`src/sv/look_at_view_matrix_macros.svh`:
```
// ----------------------------------------------------------------------------
// look_at_view_matrix assertion macros
// Shared property wrappers for the view matrix block, clocked on clock and
// disabled while reset is high.
// ----------------------------------------------------------------------------
`ifndef LOOK_AT_VIEW_MATRIX_MACROS_SVH
`define LOOK_AT_VIEW_MATRIX_MACROS_SVH

// same-cycle implication
`define LAT_ASSERT_NOW(lbl, ante, cons, msg) \
   lbl: assert property (@(posedge clock) disable iff (reset) (ante) |-> (cons)) \
      else $error(msg);

// next-cycle implication
`define LAT_ASSERT_NEXT(lbl, ante, cons, msg) \
   lbl: assert property (@(posedge clock) disable iff (reset) (ante) |=> (cons)) \
      else $error(msg);

`endif

```
`src/sv/lat_pkg.sv`:
```
// ----------------------------------------------------------------------------
// lat_pkg
// Types, widths and helpers shared by the look-at view matrix pipeline.
// ----------------------------------------------------------------------------
package lat_pkg;

   localparam int COORD_W     = 32;
   localparam int MAG_W       = 33;
   localparam int RAD_W       = 66;
   localparam int ROOT_W      = 34;
   localparam int REM_W       = ROOT_W + 3;
   localparam int QUO_W       = 17;
   localparam int UNIT_W      = 18;
   localparam int SQRT_STAGES = RAD_W / 2;
   localparam int DIV_STAGES  = QUO_W;
   localparam int NUM_COLS    = 4;

   localparam logic [1:0]                  LAST_COL = 2'(NUM_COLS - 1);
   localparam logic [1:0]                  GAP_CYCLES = 2'(NUM_COLS - 1);
   localparam logic [ROOT_W-1:0]           EPS_LEN  = 34'd7;
   localparam logic signed [UNIT_W-1:0]    UNIT_ONE = 18'sd65536;
   localparam logic signed [COORD_W-1:0]   ELEM_ONE = 32'sd65536;

   typedef logic [ROOT_W-1:0]        root_type;
   typedef logic [MAG_W-1:0]         mag_type;
   typedef logic [QUO_W-1:0]         quo_type;
   typedef logic signed [UNIT_W-1:0] unit_type;

   typedef struct packed {
      logic signed [COORD_W-1:0] eye_x;
      logic signed [COORD_W-1:0] eye_y;
      logic signed [COORD_W-1:0] eye_z;
      logic signed [COORD_W-1:0] aim_x;
      logic signed [COORD_W-1:0] aim_y;
      logic signed [COORD_W-1:0] aim_z;
   } req_type;

   typedef struct packed {
      logic [1:0]                column_index;
      logic signed [COORD_W-1:0] elem_row0;
      logic signed [COORD_W-1:0] elem_row1;
      logic signed [COORD_W-1:0] elem_row2;
      logic signed [COORD_W-1:0] elem_row3;
      logic                      final_column;
   } rsp_type;

   // sideband next to the forward square root
   typedef struct packed {
      logic [2:0][COORD_W-1:0] eye;
      logic [2:0][MAG_W-1:0]   mag;
      logic [2:0]              neg;
   } side_a_type;

   // sideband next to the forward dividers
   typedef struct packed {
      logic [2:0][COORD_W-1:0] eye;
      logic [2:0]              neg;
      logic                    eps;
   } side_b_type;

   // sideband next to the right square root
   typedef struct packed {
      logic [2:0][COORD_W-1:0] eye;
      logic [2:0][UNIT_W-1:0]  fwd;
   } side_c_type;

   // sideband next to the right dividers
   typedef struct packed {
      logic [2:0][COORD_W-1:0] eye;
      logic [2:0][UNIT_W-1:0]  fwd;
      logic                    eps;
   } side_d_type;

   // clamp a wide signed value to the signed 32-bit range
   function automatic logic signed [COORD_W-1:0] sat32(input logic signed [39:0] v);
      logic signed [39:0] hi_lim;
      logic signed [39:0] lo_lim;
      hi_lim = 40'sd2147483647;
      lo_lim = -40'sd2147483648;
      if (v > hi_lim) begin
         return 32'sh7fffffff;
      end else if (v < lo_lim) begin
         return 32'sh80000000;
      end
      return v[COORD_W-1:0];
   endfunction

endpackage

```
`src/sv/lat_div.sv`:
```
// ----------------------------------------------------------------------------
// lat_div
// Pipelined restoring divider: (dividend * 65536) / divisor, 17 quotient bits,
// one bit per stage. Valid when the dividend does not exceed the divisor.
// ----------------------------------------------------------------------------
module lat_div (
   input  logic              clock,
   input  lat_pkg::mag_type  dividend,
   input  lat_pkg::root_type divisor,
   output lat_pkg::quo_type  quotient
);
   import lat_pkg::*;

   root_type rem_ff [DIV_STAGES];
   root_type den_ff [DIV_STAGES];
   quo_type  quo_ff [DIV_STAGES];

   for (genvar k = 0; k < DIV_STAGES; k++) begin : g_step
      logic [ROOT_W:0] rem_in;
      root_type        den_prev;
      quo_type         quo_prev;

      // the first stage brings down the whole magnitude, the rest shift in zeros
      if (k == 0) begin : g_first
         assign rem_in   = (ROOT_W + 1)'(dividend);
         assign den_prev = divisor;
         assign quo_prev = '0;
      end else begin : g_next
         assign rem_in   = {rem_ff[k-1], 1'b0};
         assign den_prev = den_ff[k-1];
         assign quo_prev = quo_ff[k-1];
      end

      always_ff @(posedge clock) begin
         den_ff[k] <= den_prev;
         if (rem_in >= {1'b0, den_prev}) begin
            rem_ff[k] <= ROOT_W'(rem_in - {1'b0, den_prev});
            quo_ff[k] <= {quo_prev[QUO_W-2:0], 1'b1};
         end else begin
            rem_ff[k] <= ROOT_W'(rem_in);
            quo_ff[k] <= {quo_prev[QUO_W-2:0], 1'b0};
         end
      end
   end

   assign quotient = quo_ff[DIV_STAGES-1];

endmodule

```
`config.mk`:
```
export PLATFORM = sky130hd
export DESIGN_NAME = lat_div
export DESIGN_NICKNAME = d
export VERILOG_FILES = /design/src/sv/look_at_view_matrix_macros.svh /design/src/sv/lat_pkg.sv /design/src/sv/lat_div.sv
export SDC_FILE = /design/constraint.sdc
export NUM_CORES = 2
export LEC_CHECK = 0
export BUFFER_PORTS_ARGS = -buffer_cell sky130_fd_sc_hd__buf_4
export CORE_MARGIN = 3
export CORE_UTILIZATION = 55
export CTS_BUF_LIST = sky130_fd_sc_hd__clkbuf_16
export DETAILED_ROUTE_END_ITERATION = 8
export PLACE_DENSITY = 0.71
export SLEW_MARGIN = 30
export SYNTH_ARGS = -nofsm -noshare
export SYNTH_HDL_FRONTEND = slang
export SYNTH_SLANG_ARGS = --single-unit
export TNS_END_PERCENT = 10
```
`constraint.sdc`:
```
create_clock -name clock -period 7.2 [get_ports clock]
set_input_delay 1.44 -clock clock [delete_from_list [all_inputs] [get_ports clock]]
set_output_delay 1.44 -clock clock [all_outputs]
set_load 0.005 [all_outputs]
```
==> reports/summary.log <==
qor: timing.finalSetupViolCount 0
qor: job.drv.max_cap_violation_count 0
qor: clock_network.cts.sink_count 1241
qor: placement.detailedPlace.worstSlack 1.88 ns
qor: drt.routed_wl 138000 um
qor: clock_network.cts-buffers-inserted 136
qor: clock_network.tritoncts built
qor: global_routing.grt_pass1_vias 45600
qor: timing.timing.final.ws_setup 2.77 ns
qor: run_status.run_status completed
qor: layout.final_cell_utilization_of_the_core 61.8%
qor: pwr.power_leakage 31.5 nW
qor: global_routing.grt_remaining_overflow 0
qor: layout.layout_commonest_cell dfxtp_1
qor: worst_hold_path.hold_path_depth 0
qor: drt.via_density_per_instance 5.57
qor: placement.portBuffers 84
qor: clock_network.cts-hold-fix-buffers 0
qor: yosys.synth_nets 7236
qor: yosys.synth-seq-cells 1241
qor: clock_network.cts_repair_resize_count 0
qor: yosys.syn-mean-instance-area 9.13 um2
qor: drt.detailroute.via_count 45500
qor: timing.rsz0062_at_grt false
qor: yosys.postSynth.topFlopCell dfxtp_1
qor: yosys.post_synth_inst_count 6576
qor: placement.detailed_place.area 62100 um2
qor: yosys.async_flop_share 0%
qor: clock_network.post_cts.repair.setup_buffers 0
qor: layout.layout-area-overhead-vs-synth 10.9%
qor: critical_path.cp-start-kind register
qor: drt.drt-pass1-iter-count 6
qor: global_routing.grt_pass1_wl 220000 um
qor: timing.max_slew.worst_pin.slew 1.01 ns
qor: timing.max_freq 226 MHz
qor: layout.layout-drive-gt1-share 8.09%
qor: critical_path.cp_data_arrival_time 5.06 ns
qor: clock_network.cts_max_level 4
qor: timing.maxSlewViolCount 0
qor: yosys.number_of_warning_messages_in_the_yosys_log 0
qor: drt.post_route_antenna_net_violation_count 0
qor: timing.hold_viol_final 0
qor: floorplan.core 108000 um2
qor: global_routing.grt_start_max_net_pins 64
qor: yosys.edff_count_synth 0
qor: timing.min_period_over_period 61.6%
qor: clock_network.cts-root-to-sink-buffers 3
qor: yosys.synth_area 60100 um2
qor: floorplan.io-pin-count 85
qor: critical_path.rrSetupSlack 2.77 ns
qor: global_routing.grt_antenna_before_repair 2
qor: drt.remaining_drc_errors 0
qor: worst_hold_path.hold_path_class reg2reg
qor: critical_path.worst_setup_path_category reg2reg
qor: pwr.power.density_cell_area 511 nW/um2
qor: drt.drt_first_iter_violations 2384
qor: timing.final.min_clock_period 4.43 ns
qor: placement.place_hpwl 109000 um
qor: floorplan.die-area 113000 um2
qor: critical_path.worst_setup_path_end_kind register
qor: placement.routabilityCongestion 0.966
qor: timing.worst_max_slew_margin_expressed_relative_to_the_limit 31.9%
qor: floorplan.chipHeight 336 um
qor: clock_network.worstSkewPairLatency 0.75 ns
qor: yosys.netlist-cell-type-count 91
qor: layout.design_area 66600 um2
qor: critical_path.timing.critical_path.required 7.83 ns
qor: timing.fin_tns_setup 0 ns
qor: yosys.synth_sequential_area_ratio 41.4%
qor: critical_path.ff2ff_path_depth 15
qor: clock_network.worst_setup_hold_path_clk_slew 0.06 ns
qor: critical_path.timing.critical_path.fanout_max 40
qor: layout.commonest_cells_after_routing_fill_and_taps_aside 1241 x dfxtp_1, 721 x inv_1, 596 x a21oi_1
qor: layout.finish.net_count 7326
qor: floorplan.core.rowCount 120
qor: floorplan.die_width 336 um
qor: clock_network.clockRootBuffer clkbuf_16
qor: drt.routed_wire_length_per_instance 16.9 um
qor: floorplan.initial_core_util 55.8%
qor: timing.clock_skew 0.0216 ns
qor: global_routing.grt_usage 24.0%
qor: pwr.maximum_vdd_ir_drop 245 uV
synth_stat cells (12+ instances only):
master	n	area, um2
a211oi_1	45	338
nor4_1	31	194
or2_2	12	75.1
a221oi_1	17	149
o21ai_0	399	2000
a31oi_1	50	313
and3_1	42	263
o21bai_1	67	503
nand2_1	447	1680
xnor2_1	279	2440
clkbuf_1	110	413
xor2_1	186	1630
or3_1	19	119
nor2_1	376	1410
ha_1	576	7210
inv_1	700	2630
o21a_1	66	495
fa_1	16	320
o31a_1	14	123
nor2b_1	69	432
nor3_1	50	250
nand4_1	89	557
buf_2	35	175
a21oi_1	596	2980
a21o_1	306	2300
mux2_1	33	372
o31ai_1	42	315
nand3_1	122	611
a31o_2	17	149
mux2_2	177	1990
o211ai_1	19	143
dfxtp_1	1241	24800
nand2b_1	66	413
and2_1	28	175
a41oi_1	15	131
o21ai_1	24	120
a21boi_0	20	150
per-layer routing:
metal  track usage, %  wire length, um  vias to the layer above
li1                 -                -                    23000
met1             22.0            49200                    20900
met2             47.4            74100                     1106
met3             3.19             4110                      467
met5                0                0                        -
met4             18.6            11100                        0
report_power, final:
group / leakage, nW / total [mW] / internal (mW) / switching [mW]
Combinational: 18.7 / 16.9 / 7.48 / 9.46
Sequential: 10.5 / 10.2 / 9.12 / 1.06
Clock: 2.29 / 6.90 / 4.11 / 2.79
cell families (layout without fill, tap and decap cells):
| logic type | after synthesis | count (layout) | synth area share [%] |
|---|---|---|---|
| adders and majority gates | 592 | 592 | 12.5 |
| muxes | 216 | 216 | 4.04 |
| buffers and inverters | 855 | 1051 | 5.49 |
| DFF | 1241 | 1241 | 41.4 |
| AOI/OAI and AO/OA | 1814 | 1814 | 18.9 |
| and+or+nand+nor | 1393 | 1393 | 10.9 |
| xor gates and xnor gates | 465 | 465 | 6.78 |
| other | 0 | 1 | 0 |
stage by stage:
stage          total power [mW]  cells  hold slack [ns]
2_1_floorplan              23.2   6576            0.310
3_3_place_gp               26.7   7930            0.310
3_5_place_dp               27.0   7931            0.312
4_1_cts                    34.1   8175            0.317
5_1_grt                    36.5   8176            0.325
6_report                   34.0   8176            0.316
sequential cells by signal, indices dropped and copies added, names as in the netlist:
register  flops
rem_ff      544
quo_ff      153
den_ff      544
layout make-up:
class | count | area (um2)
timing repair buffer | 106 | 800
sequential | 1241 | 24800
multi-input combinational | 4480 | 32100
inverter | 701 | 2630
clock inverter | 108 | 1070
tap | 1403 | 1760
clock buffer | 136 | 3400
antenna | 1 | 2.50
fill | 9132 | 41100
final timing paths:
path                        from       endpoint
setup reg to reg  den_ff[0][104]  rem_ff[4][29]
setup / recovery  den_ff[0][104]  rem_ff[4][29]
hold reg to reg     quo_ff[5][5]   quo_ff[6][6]
hold / removal      quo_ff[5][5]   quo_ff[6][6]
critical path, cell delays in order (launching register included):
cell and delay [ns]:
dfxtp_1 0.35, inv_1 0.05, ha_1 0.32, nand3_1 0.15
a21oi_1 0.07, a211oi_2 0.39, a211oi_2 0.24, o41ai_4 0.42
o31ai_1 0.21, a21oi_2 0.26, o41ai_2 0.13, a2111oi_4 0.65
buf_6 0.24, buf_4 0.38, inv_2 0.13, mux2_1 0.33
Power figures use the tool's default switching activity.
