**config.mk**
```make
export PLATFORM = sky130hd
export DESIGN_NAME = lat_isqrt
export DESIGN_NICKNAME = d
export VERILOG_FILES = /design/src/sv/look_at_view_matrix_macros.svh /design/src/sv/lat_pkg.sv /design/src/sv/lat_isqrt.sv
export SDC_FILE = /design/constraint.sdc
export NUM_CORES = 2
export LEC_CHECK = 0
export CELL_PAD_IN_SITES_DETAIL_PLACEMENT = 1
export CELL_PAD_IN_SITES_GLOBAL_PLACEMENT = 1
export CORE_ASPECT_RATIO = 1.5
export CORE_MARGIN = 2
export CORE_UTILIZATION = 40
export DETAILED_ROUTE_END_ITERATION = 16
export DONT_BUFFER_PORTS = 1
export GPL_TIMING_DRIVEN = 0
export PLACE_DENSITY_LB_ADDON = 0.3
export SLEW_MARGIN = 5
export SYNTH_ARGS = -nofsm -noshare
export SYNTH_HDL_FRONTEND = slang
export SYNTH_MEMORY_MAX_BITS = 65536
export SYNTH_SLANG_ARGS = --single-unit
```
**constraint.sdc**
```tcl
create_clock -name clock -period 3.39 [get_ports clock]
set_input_delay 0.1695 -clock clock [delete_from_list [all_inputs] [get_ports clock]]
set_output_delay 0.1695 -clock clock [all_outputs]
set_load 0.01 [all_outputs]
```
**src/sv/look_at_view_matrix_macros.svh**
```systemverilog
// ----------------------------------------------------------------------------
// look_at_view_matrix assertion macros
// Shared property wrappers for the view matrix block, clocked on clock and
// disabled while reset is high.
// ----------------------------------------------------------------------------
`ifndef LOOK_AT_VIEW_MATRIX_MACROS_SVH
`define LOOK_AT_VIEW_MATRIX_MACROS_SVH

// same-cycle implication
`define LAT_ASSERT_NOW(lbl, ante, cons, msg) \
   lbl: assert property (@(posedge clock) disable iff (reset) (ante) |-> (cons)) \
      else $error(msg);

// next-cycle implication
`define LAT_ASSERT_NEXT(lbl, ante, cons, msg) \
   lbl: assert property (@(posedge clock) disable iff (reset) (ante) |=> (cons)) \
      else $error(msg);

`endif

```
**src/sv/lat_pkg.sv**
```systemverilog
// ----------------------------------------------------------------------------
// lat_pkg
// Types, widths and helpers shared by the look-at view matrix pipeline.
// ----------------------------------------------------------------------------
package lat_pkg;

   localparam int COORD_W     = 32;
   localparam int MAG_W       = 33;
   localparam int RAD_W       = 66;
   localparam int ROOT_W      = 34;
   localparam int REM_W       = ROOT_W + 3;
   localparam int QUO_W       = 17;
   localparam int UNIT_W      = 18;
   localparam int SQRT_STAGES = RAD_W / 2;
   localparam int DIV_STAGES  = QUO_W;
   localparam int NUM_COLS    = 4;

   localparam logic [1:0]                  LAST_COL = 2'(NUM_COLS - 1);
   localparam logic [1:0]                  GAP_CYCLES = 2'(NUM_COLS - 1);
   localparam logic [ROOT_W-1:0]           EPS_LEN  = 34'd7;
   localparam logic signed [UNIT_W-1:0]    UNIT_ONE = 18'sd65536;
   localparam logic signed [COORD_W-1:0]   ELEM_ONE = 32'sd65536;

   typedef logic [ROOT_W-1:0]        root_type;
   typedef logic [MAG_W-1:0]         mag_type;
   typedef logic [QUO_W-1:0]         quo_type;
   typedef logic signed [UNIT_W-1:0] unit_type;

   typedef struct packed {
      logic signed [COORD_W-1:0] eye_x;
      logic signed [COORD_W-1:0] eye_y;
      logic signed [COORD_W-1:0] eye_z;
      logic signed [COORD_W-1:0] aim_x;
      logic signed [COORD_W-1:0] aim_y;
      logic signed [COORD_W-1:0] aim_z;
   } req_type;

   typedef struct packed {
      logic [1:0]                column_index;
      logic signed [COORD_W-1:0] elem_row0;
      logic signed [COORD_W-1:0] elem_row1;
      logic signed [COORD_W-1:0] elem_row2;
      logic signed [COORD_W-1:0] elem_row3;
      logic                      final_column;
   } rsp_type;

   // sideband next to the forward square root
   typedef struct packed {
      logic [2:0][COORD_W-1:0] eye;
      logic [2:0][MAG_W-1:0]   mag;
      logic [2:0]              neg;
   } side_a_type;

   // sideband next to the forward dividers
   typedef struct packed {
      logic [2:0][COORD_W-1:0] eye;
      logic [2:0]              neg;
      logic                    eps;
   } side_b_type;

   // sideband next to the right square root
   typedef struct packed {
      logic [2:0][COORD_W-1:0] eye;
      logic [2:0][UNIT_W-1:0]  fwd;
   } side_c_type;

   // sideband next to the right dividers
   typedef struct packed {
      logic [2:0][COORD_W-1:0] eye;
      logic [2:0][UNIT_W-1:0]  fwd;
      logic                    eps;
   } side_d_type;

   // clamp a wide signed value to the signed 32-bit range
   function automatic logic signed [COORD_W-1:0] sat32(input logic signed [39:0] v);
      logic signed [39:0] hi_lim;
      logic signed [39:0] lo_lim;
      hi_lim = 40'sd2147483647;
      lo_lim = -40'sd2147483648;
      if (v > hi_lim) begin
         return 32'sh7fffffff;
      end else if (v < lo_lim) begin
         return 32'sh80000000;
      end
      return v[COORD_W-1:0];
   endfunction

endpackage

```
**src/sv/lat_isqrt.sv**
```systemverilog
// ----------------------------------------------------------------------------
// lat_isqrt
// Pipelined restoring integer square root, one root bit per stage.
// ----------------------------------------------------------------------------
module lat_isqrt (
   input  logic                      clock,
   input  logic [lat_pkg::RAD_W-1:0] radicand,
   output lat_pkg::root_type         root
);
   import lat_pkg::*;

   logic [RAD_W-1:0] rad_ff  [SQRT_STAGES];
   logic [REM_W-1:0] rem_ff  [SQRT_STAGES];
   root_type         root_ff [SQRT_STAGES];

   for (genvar k = 0; k < SQRT_STAGES; k++) begin : g_step
      localparam int Pos = RAD_W - 2 - 2 * k;
      logic [RAD_W-1:0] rad_prev;
      logic [REM_W-1:0] rem_prev;
      root_type         root_prev;
      logic [REM_W-1:0] rem_in;
      logic [REM_W-1:0] trial;

      if (k == 0) begin : g_first
         assign rad_prev  = radicand;
         assign rem_prev  = '0;
         assign root_prev = '0;
      end else begin : g_next
         assign rad_prev  = rad_ff[k-1];
         assign rem_prev  = rem_ff[k-1];
         assign root_prev = root_ff[k-1];
      end

      // bring down the next bit pair and try the trial subtrahend
      assign rem_in = {rem_prev[REM_W-3:0], rad_prev[Pos+1:Pos]};
      assign trial  = {1'b0, root_prev, 2'b01};

      always_ff @(posedge clock) begin
         rad_ff[k] <= rad_prev;
         if (rem_in >= trial) begin
            rem_ff[k]  <= rem_in - trial;
            root_ff[k] <= {root_prev[ROOT_W-2:0], 1'b1};
         end else begin
            rem_ff[k]  <= rem_in;
            root_ff[k] <= {root_prev[ROOT_W-2:0], 1'b0};
         end
      end
   end

   assign root = root_ff[SQRT_STAGES-1];

endmodule

```
==> metrics.md <==
| Metric | Value |
|---|---|
| Vias in the first global route | 76800 |
| Die ar. | 250000 µm² |
| Power Total | approximately 85 mW |
| Syn avg cell area | 10.1 µm² |
| PD cells | 731 nW/µm² |
| Final worst setup slack | -0.0390 ns |
| Largest net degree at the start of global routing | 19 |
| Critical path class | reg2reg |
| Max clock buf depth | 4 |
| Static leakage | 52.9 nW |
| Worst-path cell chain | inv_2 > ha_4 > and4_4 > nand4_1 > nor4_4 > nand3_2 > nand3_4 > nor3b_4 > a21oi_4 > buf_4 > buf_12 > mux2_2 |
| Hold Path End | rad_ff[0][1405] |
| Crit path DAT | between 4 and 5 ns |
| First-pass GRT wire length | approximately 420000 µm |
| TritonCTS clock tree | done |
| RSZ-0062 raised after global routing | true |
| Slew Limit Fails | 0 |
| Post-synth ARST share | 0% |
| Max cap viols | 0 |
| Final setup TNS | -0.250 ns |
| Count leader, synth | dfxtp_1 |
| FF+latch count, synth | 2684 |
| Skew final | between 0.07 and 0.08 ns |
| Total gr overflow | 0 |
| IO Port Bufs | 0 |
| Final number of setup-violating endpoints | 14 |
| Final net count | 10800 |
| Antenna-violating nets left | 0 |
| Worst-margin pin slew | around 0.8 ns |
| Die Wd | about 410 µm |
| CP endpoint kind | flip-flop |
| Worst r2r src | root_ff[30][21] |
| Seq/Total Area, Yosys | 54.7% |
| Hold path start | rad_ff[0][1339] |
| EDFF count, synth | 0 |
| Fmax | roughly 0.3 GHz |
| Main area contributors after synthesis | dfxtp_1, ha_1, xor2_1 |
| Post-Place Cells | 12900 |
| Overall global routing resource usage | between 20% and 30% |
| Cell Count, Final, Fillers Out | 13600 |
| Synth-to-Final Area Change | 18.2% |
| DRC errors left | 0 |
| RD Place Congestion | 0.956 |
| CP Launch Type | flip-flop |
| IO Count | 101 |
| CTS sink count | 2684 |
| Vert. Die Dim | approximately 600 µm |
| Row cnt | approximately 220 |
| H-tree depth | 5 |
| IR Drop Worst-Case VDD | 631 µV |
| DRT iter0 DRCs | 2644 |
| Outcome | finished, violations left |
| CTS buffer count | 266 |
| Netlist cell types | approximately 100 |
| Post-synth top flop | dfxtp_1 |
| Worst reg2reg path depth | 12 |
| Register-to-Register Setup Slack | -0.04 ns |
| Final Critical Period | 3.43 ns |
| Clock Pin Slew Worst Setup and Hold Paths | 0.06 ns |
| Layout cells sized above 1 | around a tenth |
| First drt pass iteration count | 5 |
| Post-Syn Area | 98300 µm² |
| Post-synth top area share | 54.7% |
| Post-route clock period utilization | 101% |
| Routed wire length | between 200000 and 300000 µm |
| Post-synth top area cell | dfxtp_1 |
| Total vias in the final route | 70000 |
| Final Hold Vio Count | 0 |
| Relative slew slack | 44.2% |
| Clk_lat worst skew | about 0.86 ns |
| Core footprint | 244000 µm² |
| Crit-path max FO | 5 |
| Starting Density | 40.3% |
| Post-Syn Instances | roughly 9700 |
| Reg2reg end | rem_ff[31][16] |
| Mean routed wirelength per cell | 20.3 µm |
| Clock root cell | clkbuf_16 |
| CP required | 4.15 ns |
| Initial antenna violation count | 7 |
| Post-DR vias/cell | 5.14 |
| Failing checks | setup timing |
| Post-DP HPWL | 213000 µm |
| Synth cell count leaders | dfxtp_1, nand2_1, inv_1 |
| YS warnings | 0 |
| Hold crit path type | reg2reg |
| Critical path's slowest cell | nor4_4 |
| Max stage delay on crit path | 0.65 ns |
| Hold path cells | 0 |
[per-layer routing]
metal  vias to the layer above  wire (µm)  GRT usage, %
met2                      1108     160000          44.8
met5                         -          0             0
li1                      34200          -             -
met4                         0      20200          14.8
met3                       723       7100          2.79
met1                     34000      89800          18.4
[cell families after synthesis]
logic type	count (synthesis)	synth area share (%)
XOR/XNOR	895	7.98
other	1	0.00382
adder cells (fa/ha/maj)	596	7.59
multiplexers	78	0.878
buffers and inverters	938	3.63
AND/OR/NAND/NOR	2550	12.9
AO/OA/AOI/OAI	1942	12.4
flip-flops	2684	54.7
[power breakdown]
group | switching [mW] | internal [mW] | total [mW]
Clock | 12.4 | 17.7 | 30.1
Combinational | 7.99 | 6.15 | 14.1
Sequential | 4.08 | 36.6 | 40.6
[worst max path at each step]
stage               startpoint             end  slack [ns]  depth (start not counted)
4_1_cts        root_ff[30][21]  rem_ff[31][16]       -0.16                         12
5_1_grt          root_ff[9][5]  rem_ff[10][27]       -0.04                         10
6_report       root_ff[30][21]  rem_ff[31][16]       -0.04                         12
3_5_place_dp   root_ff[30][21]  rem_ff[31][18]       -1.95                         13
2_1_floorplan   root_ff[17][8]   rem_ff[18][7]        0.28                         10
3_3_place_gp   root_ff[30][21]  rem_ff[31][19]       -2.45                         13
[placed cells by master, fill, tap and decap left out, types with 106 or more instances in the layout]
cell type | synthesis | routed
nor2_1 | 552 | 539
inv_1 | 740 | 734
o21ai_0 | 580 | 553
xnor2_1 | 423 | 422
nor3_1 | 252 | 232
nand3_1 | 157 | 145
o21a_1 | 107 | 106
xor2_1 | 472 | 471
a21oi_1 | 514 | 473
dfxtp_1 | 2684 | 2656
ha_1 | 596 | 563
dlygate4sd3_1 | 0 | 134
clkbuf_1 | 154 | 114
a21o_1 | 220 | 220
nand2b_1 | 123 | 120
nand2_1 | 741 | 738
clkbuf_16 | 0 | 278
or3_1 | 115 | 114
[registers in the layout (all words and copies together) (netlist names)]
| signal | count |
|---|---|
| rad_ff | 1056 |
| root_ff | 561 |
| rem_ff | 1067 |
[timing repair]
action,in CTS,in global routing
resized for setup,451,210
hold buffers,134,0
pin swaps,61,63
endpoints found under the setup margin,629,479
cloned,2,1
setup buffers,53,46
endpoints found under the hold margin,67,0
[final cells by class]
cell class              count  area [µm²]
diodes                     33        82.6
plain buffers             167        1040
clock buffers             364        7610
clock inverters           102        1320
fillers                 26400      128000
inverters                 745        2810
multi-input cells        6063       43200
flip-flops and latches   2684       53800
well taps                3248        4060
repair buffers            232        2200
[critical path, delay by kind of cell (launching register included)]
family / cells / cell delay [ns]
simple gates: 6 / 1.72
buf+inv: 3 / 0.35
fa+ha+maj: 1 / 0.34
mux: 1 / 0.34
flops: 1 / 0.33
compound gates: 1 / 0.20
[per-stage QoR]
step	hold WS, ns	instance area, µm²	setup slack (ns)	utilization (%)
after floorplan	0.197	98300	0.277	-
after global placement	0.197	102000	-2.45	41.9
after detailed placement	0.197	102000	-1.95	41.9
after CTS	0.299	115000	-0.158	47.1
after global routing	0.302	116000	-0.0375	47.6
final	0.299	116000	-0.0390	47.6
No activity file was read; power rests on OpenSTA's default activity.
